### config.mk
export PLATFORM = sky130hd
export DESIGN_NAME = kcs_ctrl
export DESIGN_NICKNAME = d
export VERILOG_FILES = /design/src/sv/kcs_pkg.sv /design/src/sv/kcs_ctrl.sv
export SDC_FILE = /design/constraint.sdc
export NUM_CORES = 1
export LEC_CHECK = 0
export BUFFER_PORTS_ARGS = -buffer_cell sky130_fd_sc_hd__clkbuf_2
export CAP_MARGIN = 20
export CORE_ASPECT_RATIO = 1.1
export CORE_MARGIN = 5
export CORE_UTILIZATION = 39
export DETAILED_ROUTE_END_ITERATION = 8
export GPL_ROUTABILITY_DRIVEN = 0
export GPL_TIMING_DRIVEN = 0
export PLACE_DENSITY = 0.8
export SYNTH_ARGS = -nofsm -noshare
export SYNTH_HDL_FRONTEND = slang
export SYNTH_SLANG_ARGS = --single-unit
### constraint.sdc
create_clock -name clk -period 1.7 [get_ports clk]
set_clock_uncertainty 0.05 [all_clocks]
set_input_delay 0.255 -clock clk [delete_from_list [all_inputs] [get_ports clk]]
set_output_delay 0.255 -clock clk [all_outputs]
set_load 0.02 [all_outputs]
### src/sv/kcs_pkg.sv
package kcs_pkg;

  // Default table depth.
  localparam int DEFAULT_MAX_KEYS = 64;

  // Action codes carried in the input word.
  localparam logic [1:0] ACT_CLEAR  = 2'd0;
  localparam logic [1:0] ACT_INSERT = 2'd1;
  localparam logic [1:0] ACT_EVAL   = 2'd2;

  // Result status codes.
  localparam logic [1:0] ST_OK    = 2'd0;
  localparam logic [1:0] ST_DUP   = 2'd1;
  localparam logic [1:0] ST_FULL  = 2'd2;
  localparam logic [1:0] ST_EMPTY = 2'd3;

  // Register indexes, taken from paddr bit 2.
  localparam logic REG_MODE  = 1'b0;
  localparam logic REG_COUNT = 1'b1;

  // Width of the interpolation dividend, one quotient bit per step.
  localparam int DVD_W     = 65;
  localparam int DIV_STEPS = DVD_W;

  // Commands from the controller to the datapath.
  typedef struct packed {
    logic       load;
    logic       clear;
    logic       idx_zero;
    logic       idx_one;
    logic       idx_inc;
    logic       idx_dec;
    logic       idx_from_count;
    logic       pos_from_idx;
    logic       pos_from_count;
    logic       rd_idx;
    logic       rd_idx_m1;
    logic       wr_shift;
    logic       wr_new;
    logic       lat_prev;
    logic       lat_next;
    logic       hold_out;
    logic       sel_b;
    logic       prep;
    logic       mul;
    logic       div_init;
    logic       div_step;
    logic       fin;
    logic       set_status;
    logic [1:0] status_code;
    logic       emit;
  } kcs_cmd_t;

  // Status from the datapath to the controller.
  typedef struct packed {
    logic [1:0] act;
    logic       count_zero;
    logic       full;
    logic       append;
    logic       kt_eq;
    logic       kt_lt;
    logic       idx_lt_count;
    logic       idx_eq_pos;
    logic       hold_mode;
    logic       vector;
    logic       sel_b;
    logic       div_last;
    logic       out_free;
  } kcs_stat_t;

endpackage

### src/sv/kcs_ctrl.sv
module kcs_ctrl
  import kcs_pkg::*;
(
  input  logic      clk,
  input  logic      rst,
  input  logic      in_valid,
  output logic      in_ready,
  input  kcs_stat_t stat,
  output kcs_cmd_t  cmd
);

  localparam logic [4:0] S_IDLE      = 5'd0;
  localparam logic [4:0] S_DECODE    = 5'd1;
  localparam logic [4:0] S_ISCAN_RD  = 5'd2;
  localparam logic [4:0] S_ISCAN_CMP = 5'd3;
  localparam logic [4:0] S_SHIFT_CHK = 5'd4;
  localparam logic [4:0] S_SHIFT_WR  = 5'd5;
  localparam logic [4:0] S_ESCAN_CHK = 5'd6;
  localparam logic [4:0] S_ESCAN_CMP = 5'd7;
  localparam logic [4:0] S_EPREV     = 5'd8;
  localparam logic [4:0] S_ENEXT     = 5'd9;
  localparam logic [4:0] S_ELOAD     = 5'd10;
  localparam logic [4:0] S_PREP      = 5'd11;
  localparam logic [4:0] S_MUL       = 5'd12;
  localparam logic [4:0] S_DIVI      = 5'd13;
  localparam logic [4:0] S_DIV       = 5'd14;
  localparam logic [4:0] S_FIN       = 5'd15;
  localparam logic [4:0] S_DONE      = 5'd16;

  logic [4:0] state;
  logic [4:0] state_next;

  // State register.
  always_ff @(posedge clk) begin
    if (rst) begin
      state <= S_IDLE;
    end else begin
      state <= state_next;
    end
  end

  // Sequencing of one word through search, shift and interpolation.
  always_comb begin
    cmd        = '0;
    state_next = state;
    in_ready   = 1'b0;
    case (state)
      S_IDLE: begin
        in_ready = 1'b1;
        if (in_valid) begin
          cmd.load   = 1'b1;
          state_next = S_DECODE;
        end
      end
      S_DECODE: begin
        case (stat.act)
          ACT_CLEAR: begin
            cmd.clear  = 1'b1;
            state_next = S_DONE;
          end
          ACT_INSERT: begin
            if (stat.append) begin
              if (stat.full) begin
                cmd.set_status  = 1'b1;
                cmd.status_code = ST_FULL;
                state_next      = S_DONE;
              end else begin
                cmd.idx_from_count = 1'b1;
                cmd.pos_from_count = 1'b1;
                state_next         = S_SHIFT_CHK;
              end
            end else begin
              cmd.idx_zero = 1'b1;
              state_next   = S_ISCAN_RD;
            end
          end
          ACT_EVAL: begin
            if (stat.count_zero) begin
              cmd.set_status  = 1'b1;
              cmd.status_code = ST_EMPTY;
              state_next      = S_DONE;
            end else begin
              cmd.idx_one = 1'b1;
              state_next  = S_ESCAN_CHK;
            end
          end
          default: begin
            state_next = S_DONE;
          end
        endcase
      end
      S_ISCAN_RD: begin
        cmd.rd_idx = 1'b1;
        state_next = S_ISCAN_CMP;
      end
      S_ISCAN_CMP: begin
        if (stat.kt_eq) begin
          cmd.set_status  = 1'b1;
          cmd.status_code = ST_DUP;
          state_next      = S_DONE;
        end else if (stat.kt_lt) begin
          if (stat.full) begin
            cmd.set_status  = 1'b1;
            cmd.status_code = ST_FULL;
            state_next      = S_DONE;
          end else begin
            cmd.pos_from_idx   = 1'b1;
            cmd.idx_from_count = 1'b1;
            state_next         = S_SHIFT_CHK;
          end
        end else begin
          cmd.idx_inc = 1'b1;
          state_next  = S_ISCAN_RD;
        end
      end
      S_SHIFT_CHK: begin
        if (stat.idx_eq_pos) begin
          cmd.wr_new = 1'b1;
          state_next = S_DONE;
        end else begin
          cmd.rd_idx_m1 = 1'b1;
          state_next    = S_SHIFT_WR;
        end
      end
      S_SHIFT_WR: begin
        cmd.wr_shift = 1'b1;
        cmd.idx_dec  = 1'b1;
        state_next   = S_SHIFT_CHK;
      end
      S_ESCAN_CHK: begin
        if (stat.idx_lt_count) begin
          cmd.rd_idx = 1'b1;
          state_next = S_ESCAN_CMP;
        end else begin
          state_next = S_EPREV;
        end
      end
      S_ESCAN_CMP: begin
        if (stat.kt_lt) begin
          state_next = S_EPREV;
        end else begin
          cmd.idx_inc = 1'b1;
          state_next  = S_ESCAN_CHK;
        end
      end
      S_EPREV: begin
        cmd.rd_idx_m1 = 1'b1;
        state_next    = S_ENEXT;
      end
      S_ENEXT: begin
        cmd.lat_prev = 1'b1;
        if (!stat.idx_lt_count || stat.hold_mode) begin
          cmd.hold_out = 1'b1;
          state_next   = S_DONE;
        end else begin
          cmd.rd_idx = 1'b1;
          state_next = S_ELOAD;
        end
      end
      S_ELOAD: begin
        cmd.lat_next = 1'b1;
        state_next   = S_PREP;
      end
      S_PREP: begin
        cmd.prep   = 1'b1;
        state_next = S_MUL;
      end
      S_MUL: begin
        cmd.mul    = 1'b1;
        state_next = S_DIVI;
      end
      S_DIVI: begin
        cmd.div_init = 1'b1;
        state_next   = S_DIV;
      end
      S_DIV: begin
        cmd.div_step = 1'b1;
        if (stat.div_last) begin
          state_next = S_FIN;
        end
      end
      S_FIN: begin
        cmd.fin = 1'b1;
        if (stat.vector && !stat.sel_b) begin
          cmd.sel_b  = 1'b1;
          state_next = S_PREP;
        end else begin
          state_next = S_DONE;
        end
      end
      S_DONE: begin
        if (stat.out_free) begin
          cmd.emit   = 1'b1;
          state_next = S_IDLE;
        end
      end
      default: begin
        state_next = S_IDLE;
      end
    endcase
  end

endmodule

== Word-level counts from Yosys, hierarchy flattened ==
Index checks and enable logic that the tools add are counted.
Storage, ports and cells
  register bits after elaboration: 5
  latch bits: 0
  RAM bits: 0
  memory bits (read-only): 0
  output and inout bits: 27
  memories: 0
Cells by class
  add/subtract/negate cells: 0
  multiply operators: 0
  divide/modulo/power cells: 0
  magnitude comparators: 0
  equal/unequal tests: 21
  shift-type cells: 0
  muxes and demuxes: 64
  bitwise operators: 0
  reduce and logical (&&, ||, !) cells: 7
Operators by type and width (count)
  $pmux 5 s17: 1
  $mux 5: 11
  $eq 5x4->1 const B: 8
  $mux 1: 34
  $eq 5x3->1 const B: 4
  $mux 3: 6
  $pmux 3 s2: 2
  $eq 5x2->1 const B: 2
  $pmux 5 s2: 1
  $mux 4: 2
  $mux 2: 3
  $ne 2x2->1 const B: 3
  $pmux 1 s2: 3
  $eq 5x1->1 const B: 1
  $eq 5x5->1 const B: 1
  $logic_not 5->1: 1
  $pmux 1 s3: 1
  $reduce_and 3->1: 1
  $eq 2x1->1 const B: 1
  $eq 2x2->1 const B: 1
  $logic_not 1->1: 2
  $logic_not 2->1: 1
  $logic_and 1x1->1: 1
  $logic_or 1x1->1: 1

== Longest topological paths before layout ==
Gate-level depths: netlist of run 1.
  word-level depth: 4
  depth in mapped cells: 6

== Least setup slack after synthesis of run 1 ==
No wires, ideal clock.
  path type: register to register
  from: register state[1]
  to: register state[1]
  library setup time: 77 ps
  arrival: 1795 ps
  setup slack: -221 ps
  stages on the path, launching flop included: 5
  clock period less this slack: 1921 ps
  cell sequence: dfxtp_1 > nand3b_4 > a2111oi_1 > nor2_1 > a41oi_2
Between the ends
  cells in the longest elaborated chain, start to end: 3
  elaborated cells between the ends (all ways): 22
RTL lines
  from (decl): line kcs_ctrl.sv:30  | logic [4:0] state;
  from (signal assigned): line kcs_ctrl.sv:38  | state <= state_next;
  $eq 5x4->1 (tied with other cells): line kcs_ctrl.sv:47  | case (state)
  $ne 2x2->1 (no source line)
  $reduce_and 3->1 (no source line)
Several ways; a longest one is shown, not always the timed one.
A chain may end at the register's enable or synchronous reset.

==> results of run 1 <==
final timing paths:
check	start	to	cells past startpoint
worst max register to register	state[0]$_SDFFE_PP0P_	state[1]$_SDFFE_PP0P_	5
worst min register to register	state[4]$_SDFFE_PP0P_	state[0]$_SDFFE_PP0P_	4
worst max-delay path	state[0]$_SDFFE_PP0P_	cmd[16]	5
worst min-delay path	rst	state[1]$_SDFFE_PP0P_	2
power by group:
part           switching, W  total, W  internal [W]
logic              0.000177  0.000329      0.000152
clock network     0.0000546  0.000140     0.0000854
registers         0.0000127  0.000138      0.000125
total              0.000244  0.000607      0.000363
synthesized netlist by cell type, types with 2 or more instances:
| cell type | number | share of area |
|---|---|---|
| sky130_fd_sc_hd__a21oi_1 | 5 | 0.031 |
| sky130_fd_sc_hd__a31oi_1 | 2 | 0.016 |
| sky130_fd_sc_hd__and2_1 | 3 | 0.023 |
| sky130_fd_sc_hd__and3_1 | 2 | 0.016 |
| sky130_fd_sc_hd__buf_2 | 4 | 0.025 |
| sky130_fd_sc_hd__buf_4 | 2 | 0.019 |
| sky130_fd_sc_hd__dfxtp_1 | 5 | 0.12 |
| sky130_fd_sc_hd__ha_1 | 3 | 0.047 |
| sky130_fd_sc_hd__inv_1 | 10 | 0.047 |
| sky130_fd_sc_hd__nand2_1 | 9 | 0.042 |
| sky130_fd_sc_hd__nand2b_1 | 3 | 0.023 |
| sky130_fd_sc_hd__nand3_1 | 3 | 0.019 |
| sky130_fd_sc_hd__nor2_1 | 14 | 0.065 |
| sky130_fd_sc_hd__nor2b_1 | 5 | 0.039 |
| sky130_fd_sc_hd__nor3_1 | 8 | 0.050 |
| sky130_fd_sc_hd__nor3b_1 | 3 | 0.028 |
| sky130_fd_sc_hd__o211ai_1 | 2 | 0.019 |
| sky130_fd_sc_hd__o21ai_0 | 4 | 0.025 |
| sky130_fd_sc_hd__or3b_1 | 2 | 0.022 |
per-stage QoR:
stage,utilization,setup WS [ps],hold slack [ps]
5_1_grt,0.790,-348,190
2_1_floorplan,-,7.76,268
3_5_place_dp,0.543,-192,450
6_report,0.790,-296,198
3_3_place_gp,0.543,-158,451
4_1_cts,0.674,-335,176
what timing repair did:
action,in CTS,in global routing
pin swaps,6,14
gates resized for setup,56,62
endpoints found under the setup margin,23,28
setup buffers,6,13
critical path, delay by kind of cell, from the launching register on:
family | cells | cell delay, ps
buf+inv | 2 | 190
simple gates | 2 | 680
flops | 1 | 380
compound gates | 1 | 180
routing by layer:
metal  global-route usage  vias up  routed length [um]
li1                     -      543                   -
met1                0.224      535                1260
met2                0.364       91                1830
met3               0.0574       23                 329
met4               0.0511        0                 215
met5                    0        -                   0
cell families (layout without fill, tap and decap cells):
group | after synthesis | count (layout) | synth area share
and+or+nand+nor | 65 | 65 | 0.494
AOI/OAI and AO/OA | 25 | 25 | 0.240
buffers and inverters | 17 | 81 | 0.0950
DFF | 5 | 5 | 0.125
adders and majority gates | 3 | 3 | 0.0467
final cells by class:
| class | count | area share |
|---|---|---|
| Sequential cell | 5 | 0.0729 |
| Clock buffer | 3 | 0.0144 |
| Multi-Input combinational cell | 93 | 0.502 |
| Timing Repair Buffer | 60 | 0.318 |
| Inverter | 11 | 0.0280 |
| Buffer | 6 | 0.0392 |
| Clock inverter | 1 | 0.00320 |
| Tap cell | 28 | 0.0224 |
==> impl_metrics.prom, run 1 <==
# TYPE chip_impl_metric gauge
chip_impl_metric{name="fp.dieW",unit="um"} 53.3
chip_impl_info{name="critPathSlowestCell",value="sky130_fd_sc_hd__or3b_4"} 1
chip_impl_metric{name="fillerInstances",unit=""} 134
chip_impl_metric{name="clock_insertion_delay_worst_skew",unit="ps"} 250
chip_impl_info{name="critPathCaptureType",value="output pin"} 1
chip_impl_metric{name="synthesis.area",unit="um2"} 803
chip_impl_metric{name="critical-path-max-stage-delay",unit="ps"} 430
chip_impl_metric{name="final-max-slew-violation-count",unit=""} 0
chip_impl_metric{name="ctsLongestPathBuffers",unit=""} 2
chip_impl_metric{name="first_global_vias",unit=""} 1062
chip_impl_info{name="violations",value="setup timing"} 1
chip_impl_metric{name="async_reset_ff_frac",unit=""} 0
chip_impl_metric{name="ant_nets",unit=""} 0
chip_impl_metric{name="grt_start_max_net_pins",unit=""} 11
chip_impl_metric{name="finalInstanceArea",unit="um2"} 1560
chip_impl_info{name="clockRootBuffer",value="sky130_fd_sc_hd__clkbuf_4"} 1
chip_impl_info{name="result_of_the_run",value="finished, violations left"} 1
chip_impl_metric{name="die_h",unit="um"} 57.6
chip_impl_metric{name="cts_hold_bufs",unit=""} 0
chip_impl_metric{name="grt_first_pass_wirelength",unit="um"} 4750
chip_impl_info{name="path_cells",value="or3b_4, or2_4, o32a_1, inv_2, buf_8"} 1
chip_impl_metric{name="synth_sequential_area_ratio",unit=""} 0.125
chip_impl_metric{name="timing_worst_slew_pin_value",unit="ps"} 281
chip_impl_metric{name="final_worst_path_period_need",unit="ps"} 2000
chip_impl_metric{name="synth-warning-count",unit=""} 0
chip_impl_metric{name="tritoncts_num_sinks",unit=""} 5
chip_impl_metric{name="grt.overflow.total",unit=""} 0
chip_impl_metric{name="synth_cell_types",unit=""} 45
chip_impl_metric{name="ioPinCount",unit=""} 44
chip_impl_metric{name="power",unit="W"} 0.000607
chip_impl_info{name="critical_path.startpoint_type",value="flop"} 1
chip_impl_metric{name="detailed_place.area",unit="um2"} 1070
chip_impl_metric{name="inserted_clock_buffers",unit=""} 3
chip_impl_metric{name="syn-num-nets",unit=""} 135
chip_impl_metric{name="num_vias",unit=""} 1192
chip_impl_metric{name="detail_route.first_pass.iterations",unit=""} 4
chip_impl_metric{name="layout.area.seq",unit="um2"} 114
chip_impl_metric{name="antenna_found_initial",unit=""} 0
chip_impl_metric{name="initial_core_util",unit=""} 0.406
chip_impl_metric{name="route.detailed.vias_per_inst",unit=""} 5.76
chip_impl_info{name="grt_setup_unrepaired",value="true"} 1
chip_impl_info{name="worst_hold_path_type",value="in2reg"} 1
chip_impl_metric{name="largest_register_ffs",unit=""} 5
chip_impl_metric{name="synth_edf_count",unit=""} 0
chip_impl_info{name="layout_common_cells",value="26 x sky130_fd_sc_hd__buf_4, 18 x sky130_fd_sc_hd__clkbuf_2, 10 x sky130_fd_sc_hd__nor2_1"} 1
chip_impl_metric{name="layout_worst_path_cycle_share",unit=""} 1.17
chip_impl_metric{name="total_of_buffers_placed_on_input_and_output_ports",unit=""} 43
chip_impl_metric{name="area_used_by_multi_input_combinational_logic",unit="um2"} 785
chip_impl_metric{name="yosys_register_bits",unit=""} 5
chip_impl_metric{name="max_freq",unit="MHz"} 501
chip_impl_info{name="largest-register",value="state"} 1
chip_impl_metric{name="grt_usage",unit=""} 0.202
chip_impl_metric{name="dp.cells",unit=""} 186
chip_impl_metric{name="finalWorstSetupSlack",unit="ps"} -296
chip_impl_metric{name="antennaDiodeCount",unit=""} 0
chip_impl_metric{name="crit_path_max_fanout",unit=""} 5
chip_impl_metric{name="core",unit="um2"} 1980
chip_impl_metric{name="r2r_setup_slack",unit="ps"} 30
chip_impl_metric{name="vdd_ir_drop_max",unit="mV"} 0.439
chip_impl_metric{name="worst-endpoint-arrival",unit="ps"} 1690
chip_impl_metric{name="timing.max_cap.violations",unit=""} 0
chip_impl_metric{name="clk_pin_slew",unit="ps"} 50
chip_impl_metric{name="leakage",unit="nW"} 0.748
chip_impl_info{name="top_regs",value="state: 5 flops"} 1
chip_impl_info{name="timing.setup.critical_path_class",value="reg2out"} 1
chip_impl_metric{name="drc_errors",unit=""} 0
chip_impl_metric{name="num-nets-final",unit=""} 200
chip_impl_metric{name="timing_hold_violations_final",unit=""} 0
chip_impl_metric{name="avgRoutedWirePerCell",unit="um"} 17.5
chip_impl_metric{name="hpwlAfterDp",unit="um"} 2100
chip_impl_info{name="tritoncts_clock_tree",value="done"} 1
chip_impl_metric{name="finalNonFillerCells",unit=""} 207
chip_impl_metric{name="route.final.wire_length",unit="um"} 3630
chip_impl_metric{name="synthesis.area_per_instance",unit="um2"} 6.98
chip_impl_metric{name="dieArea",unit="um2"} 3070
chip_impl_metric{name="clock_tree.htree_level_count",unit=""} 1
chip_impl_metric{name="max_slew_headroom",unit=""} 0.810
chip_impl_metric{name="core.rowCount",unit=""} 17
chip_impl_metric{name="netlist_instances",unit=""} 115
chip_impl_metric{name="final_tns_setup",unit="ps"} -3540
chip_impl_info{name="synth-main-ff-cell",value="sky130_fd_sc_hd__dfxtp_1"} 1
chip_impl_metric{name="power_per_cell_area",unit="nW/um2"} 388
chip_impl_metric{name="critPathRequiredTime",unit="ps"} 1390
chip_impl_metric{name="setup_violations",unit=""} 18
chip_impl_metric{name="area_growth",unit="%"} 94.5
chip_impl_info{name="leading_cell_type_in_the_layout_fill_and_taps_excluded",value="sky130_fd_sc_hd__buf_4"} 1
chip_impl_metric{name="share_of_cells_above_drive_strength_1",unit=""} 0.637
chip_impl_metric{name="drt-initial-drc-count",unit=""} 43
Note: power is estimated with default switching activity, not from simulation.
==> inputs of run 2 (changes only) <==
- CELL_PAD_IN_SITES_DETAIL_PLACEMENT: not set -> 1
- CELL_PAD_IN_SITES_GLOBAL_PLACEMENT: not set -> 2
- CORE_UTILIZATION: 39 -> 22
- PLACE_DENSITY: 0.8 -> 0.87
==> impl_metrics.prom, run 2 (synthesized netlist as in run 1, its figures left out) <==
# TYPE chip_impl_metric gauge
chip_impl_metric{name="final_worst_path_period_need",unit="ps"} 2080
chip_impl_metric{name="core.rowCount",unit=""} 23
chip_impl_metric{name="cts_hold_bufs",unit=""} 0
chip_impl_metric{name="grt_start_max_net_pins",unit=""} 11
chip_impl_metric{name="total_of_buffers_placed_on_input_and_output_ports",unit=""} 43
chip_impl_metric{name="ioPinCount",unit=""} 44
chip_impl_metric{name="clock_insertion_delay_worst_skew",unit="ps"} 230
chip_impl_metric{name="core",unit="um2"} 3600
chip_impl_metric{name="finish.utilization",unit=""} 0.425
chip_impl_info{name="violations",value="setup timing"} 1
chip_impl_metric{name="clk_pin_slew",unit="ps"} 40
chip_impl_info{name="critical_path.startpoint_type",value="flop"} 1
chip_impl_metric{name="num-nets-final",unit=""} 199
chip_impl_info{name="critPathSlowestCell",value="sky130_fd_sc_hd__or3b_4"} 1
chip_impl_metric{name="initial_core_util",unit=""} 0.223
chip_impl_metric{name="area_growth",unit="%"} 90.3
chip_impl_info{name="critPathCaptureType",value="output pin"} 1
chip_impl_metric{name="netSwitchingPower",unit="W"} 0.000244
chip_impl_metric{name="antenna_found_initial",unit=""} 0
chip_impl_metric{name="dieArea",unit="um2"} 4960
chip_impl_metric{name="avgRoutedWirePerCell",unit="um"} 15.8
chip_impl_metric{name="timing_hold_violations_final",unit=""} 0
chip_impl_metric{name="power.combinational.fraction",unit=""} 0.457
chip_impl_metric{name="grt_usage",unit=""} 0.149
chip_impl_metric{name="final-max-slew-violation-count",unit=""} 0
chip_impl_metric{name="share_of_cells_above_drive_strength_1",unit=""} 0.579
chip_impl_metric{name="largest_register_ffs",unit=""} 5
chip_impl_metric{name="power_per_cell_area",unit="nW/um2"} 439
chip_impl_metric{name="layout_worst_path_cycle_share",unit=""} 1.22
chip_impl_info{name="layout_common_cells",value="23 x sky130_fd_sc_hd__buf_4, 21 x sky130_fd_sc_hd__clkbuf_2, 13 x sky130_fd_sc_hd__nor2_1"} 1
chip_impl_metric{name="grt_first_pass_wirelength",unit="um"} 5660
chip_impl_info{name="grt_setup_unrepaired",value="true"} 1
chip_impl_info{name="leading_cell_type_in_the_layout_fill_and_taps_excluded",value="sky130_fd_sc_hd__buf_4"} 1
chip_impl_metric{name="timing_worst_slew_pin_value",unit="ps"} 323
chip_impl_info{name="timing.setup.critical_path_class",value="reg2out"} 1
chip_impl_info{name="clockRootBuffer",value="sky130_fd_sc_hd__clkbuf_8"} 1
chip_impl_metric{name="route.final.wire_length",unit="um"} 3600
chip_impl_metric{name="vdd_ir_drop_max",unit="mV"} 0.159
chip_impl_metric{name="drt-initial-drc-count",unit=""} 44
chip_impl_metric{name="leakage",unit="nW"} 0.751
chip_impl_metric{name="ctsLongestPathBuffers",unit=""} 2
chip_impl_metric{name="max_freq",unit="MHz"} 482
chip_impl_metric{name="clock_tree.htree_level_count",unit=""} 1
chip_impl_metric{name="tritoncts_num_sinks",unit=""} 5
chip_impl_info{name="worst_hold_path_type",value="in2reg"} 1
chip_impl_metric{name="seq_power_share",unit=""} 0.202
chip_impl_metric{name="crit_path_max_fanout",unit=""} 5
chip_impl_info{name="tritoncts_clock_tree",value="done"} 1
chip_impl_metric{name="drc_errors",unit=""} 0
chip_impl_metric{name="ant_nets",unit=""} 0
chip_impl_metric{name="hpwlAfterDp",unit="um"} 2550
chip_impl_metric{name="detail_route.first_pass.iterations",unit=""} 3
chip_impl_metric{name="finalInstanceArea",unit="um2"} 1530
chip_impl_metric{name="critPathRequiredTime",unit="ps"} 1390
chip_impl_metric{name="worst-endpoint-arrival",unit="ps"} 1770
chip_impl_metric{name="first_global_vias",unit=""} 1229
chip_impl_info{name="largest-register",value="state"} 1
chip_impl_info{name="top_regs",value="state: 5 flops"} 1
chip_impl_metric{name="max_slew_headroom",unit=""} 0.785
chip_impl_metric{name="final_tns_setup",unit="ps"} -4710
chip_impl_metric{name="power",unit="W"} 0.000671
chip_impl_metric{name="num_vias",unit=""} 1116
chip_impl_metric{name="fp.dieW",unit="um"} 67.6
chip_impl_metric{name="critical-path-max-stage-delay",unit="ps"} 420
chip_impl_metric{name="route.detailed.vias_per_inst",unit=""} 4.89
chip_impl_metric{name="timing.max_cap.violations",unit=""} 0
chip_impl_metric{name="place_worst_setup_slack",unit="ps"} -183
chip_impl_metric{name="finalWorstSetupSlack",unit="ps"} -377
chip_impl_metric{name="die_h",unit="um"} 73.4
chip_impl_metric{name="p_clk_frac",unit=""} 0.341
chip_impl_info{name="result_of_the_run",value="finished, violations left"} 1
chip_impl_metric{name="power.switching_fraction",unit=""} 0.364
chip_impl_metric{name="grt.overflow.total",unit=""} 0
chip_impl_metric{name="antennaDiodeCount",unit=""} 0
chip_impl_metric{name="setup_violations",unit=""} 21
chip_impl_metric{name="inserted_clock_buffers",unit=""} 3
chip_impl_metric{name="detailed_place.area",unit="um2"} 1100
chip_impl_info{name="path_cells",value="or3b_4, buf_6, or2_1, o32a_1, inv_1, clkbuf_8"} 1
chip_impl_metric{name="cellInternalPower",unit="W"} 0.000427
-- run 2: cell count changes in the layout (fill, tap and decap cells not counted), sizes merged --
cell      before  now
buf           44   37
clkbuf        25   32
clkinv         1    0
clkinvlp       0    1
inv           11   10
-- run 2: worst max-delay path, delay by kind of cell (launching register included) --
family                 cells  cell delay (ps)
AND/OR/NAND/NOR            2              640
flip-flops                 1              360
buffers and inverters      3              350
AO/OA/AOI/OAI              1              190
-- run 2: per-layer routing --
layer,track usage,wire length (um)
met3,0.0168,200
met5,0,0
met4,0.0788,89
met2,0.274,1910
met1,0.163,1390
-- run 2: final timing paths --
kind	depth (start not counted)	start	end	slack [ps]
worst max-delay path	6	state[0]$_SDFFE_PP0P_	cmd[16]	-380
worst min-delay path	2	rst	state[1]$_SDFFE_PP0P_	230
worst max register to register	6	state[0]$_SDFFE_PP0P_	state[1]$_SDFFE_PP0P_	-20
worst min register to register	3	state[3]$_SDFFE_PP0P_	state[0]$_SDFFE_PP0P_	740
-- run 2: power groups by stage --
stage / Clock [W] / Sequential, W / Combinational, W
floorplan: 0 / 0.000134 / 0.000149
global placement: 0 / 0.000136 / 0.000221
detailed placement: 0 / 0.000136 / 0.000227
CTS: 0.000232 / 0.000136 / 0.000283
global route: 0.000238 / 0.000137 / 0.000332
finish: 0.000229 / 0.000135 / 0.000306
-- run 2: final cells by class --
cell class	instances	area [um2]
fillers	453	2070
clock buffers	4	45.0
plain buffers	6	41.3
repair buffers	59	479
well taps	50	62.6
multi-input cells	93	744
inverters	11	45.0
flip-flops and latches	5	111
-- run 2: per-stage QoR --
stage	instances	hold slack [ps]
after global routing	228	246
after floorplan	115	268
final	228	231
after global placement	208	470
after CTS	224	233
after detailed placement	208	475
-- run 2: timing repair --
action / CTS / global route
setup buffers: 12 / 5
resized for setup: 57 / 30
pin swaps: 10 / 6
setup endpoints to repair: 24 / 25
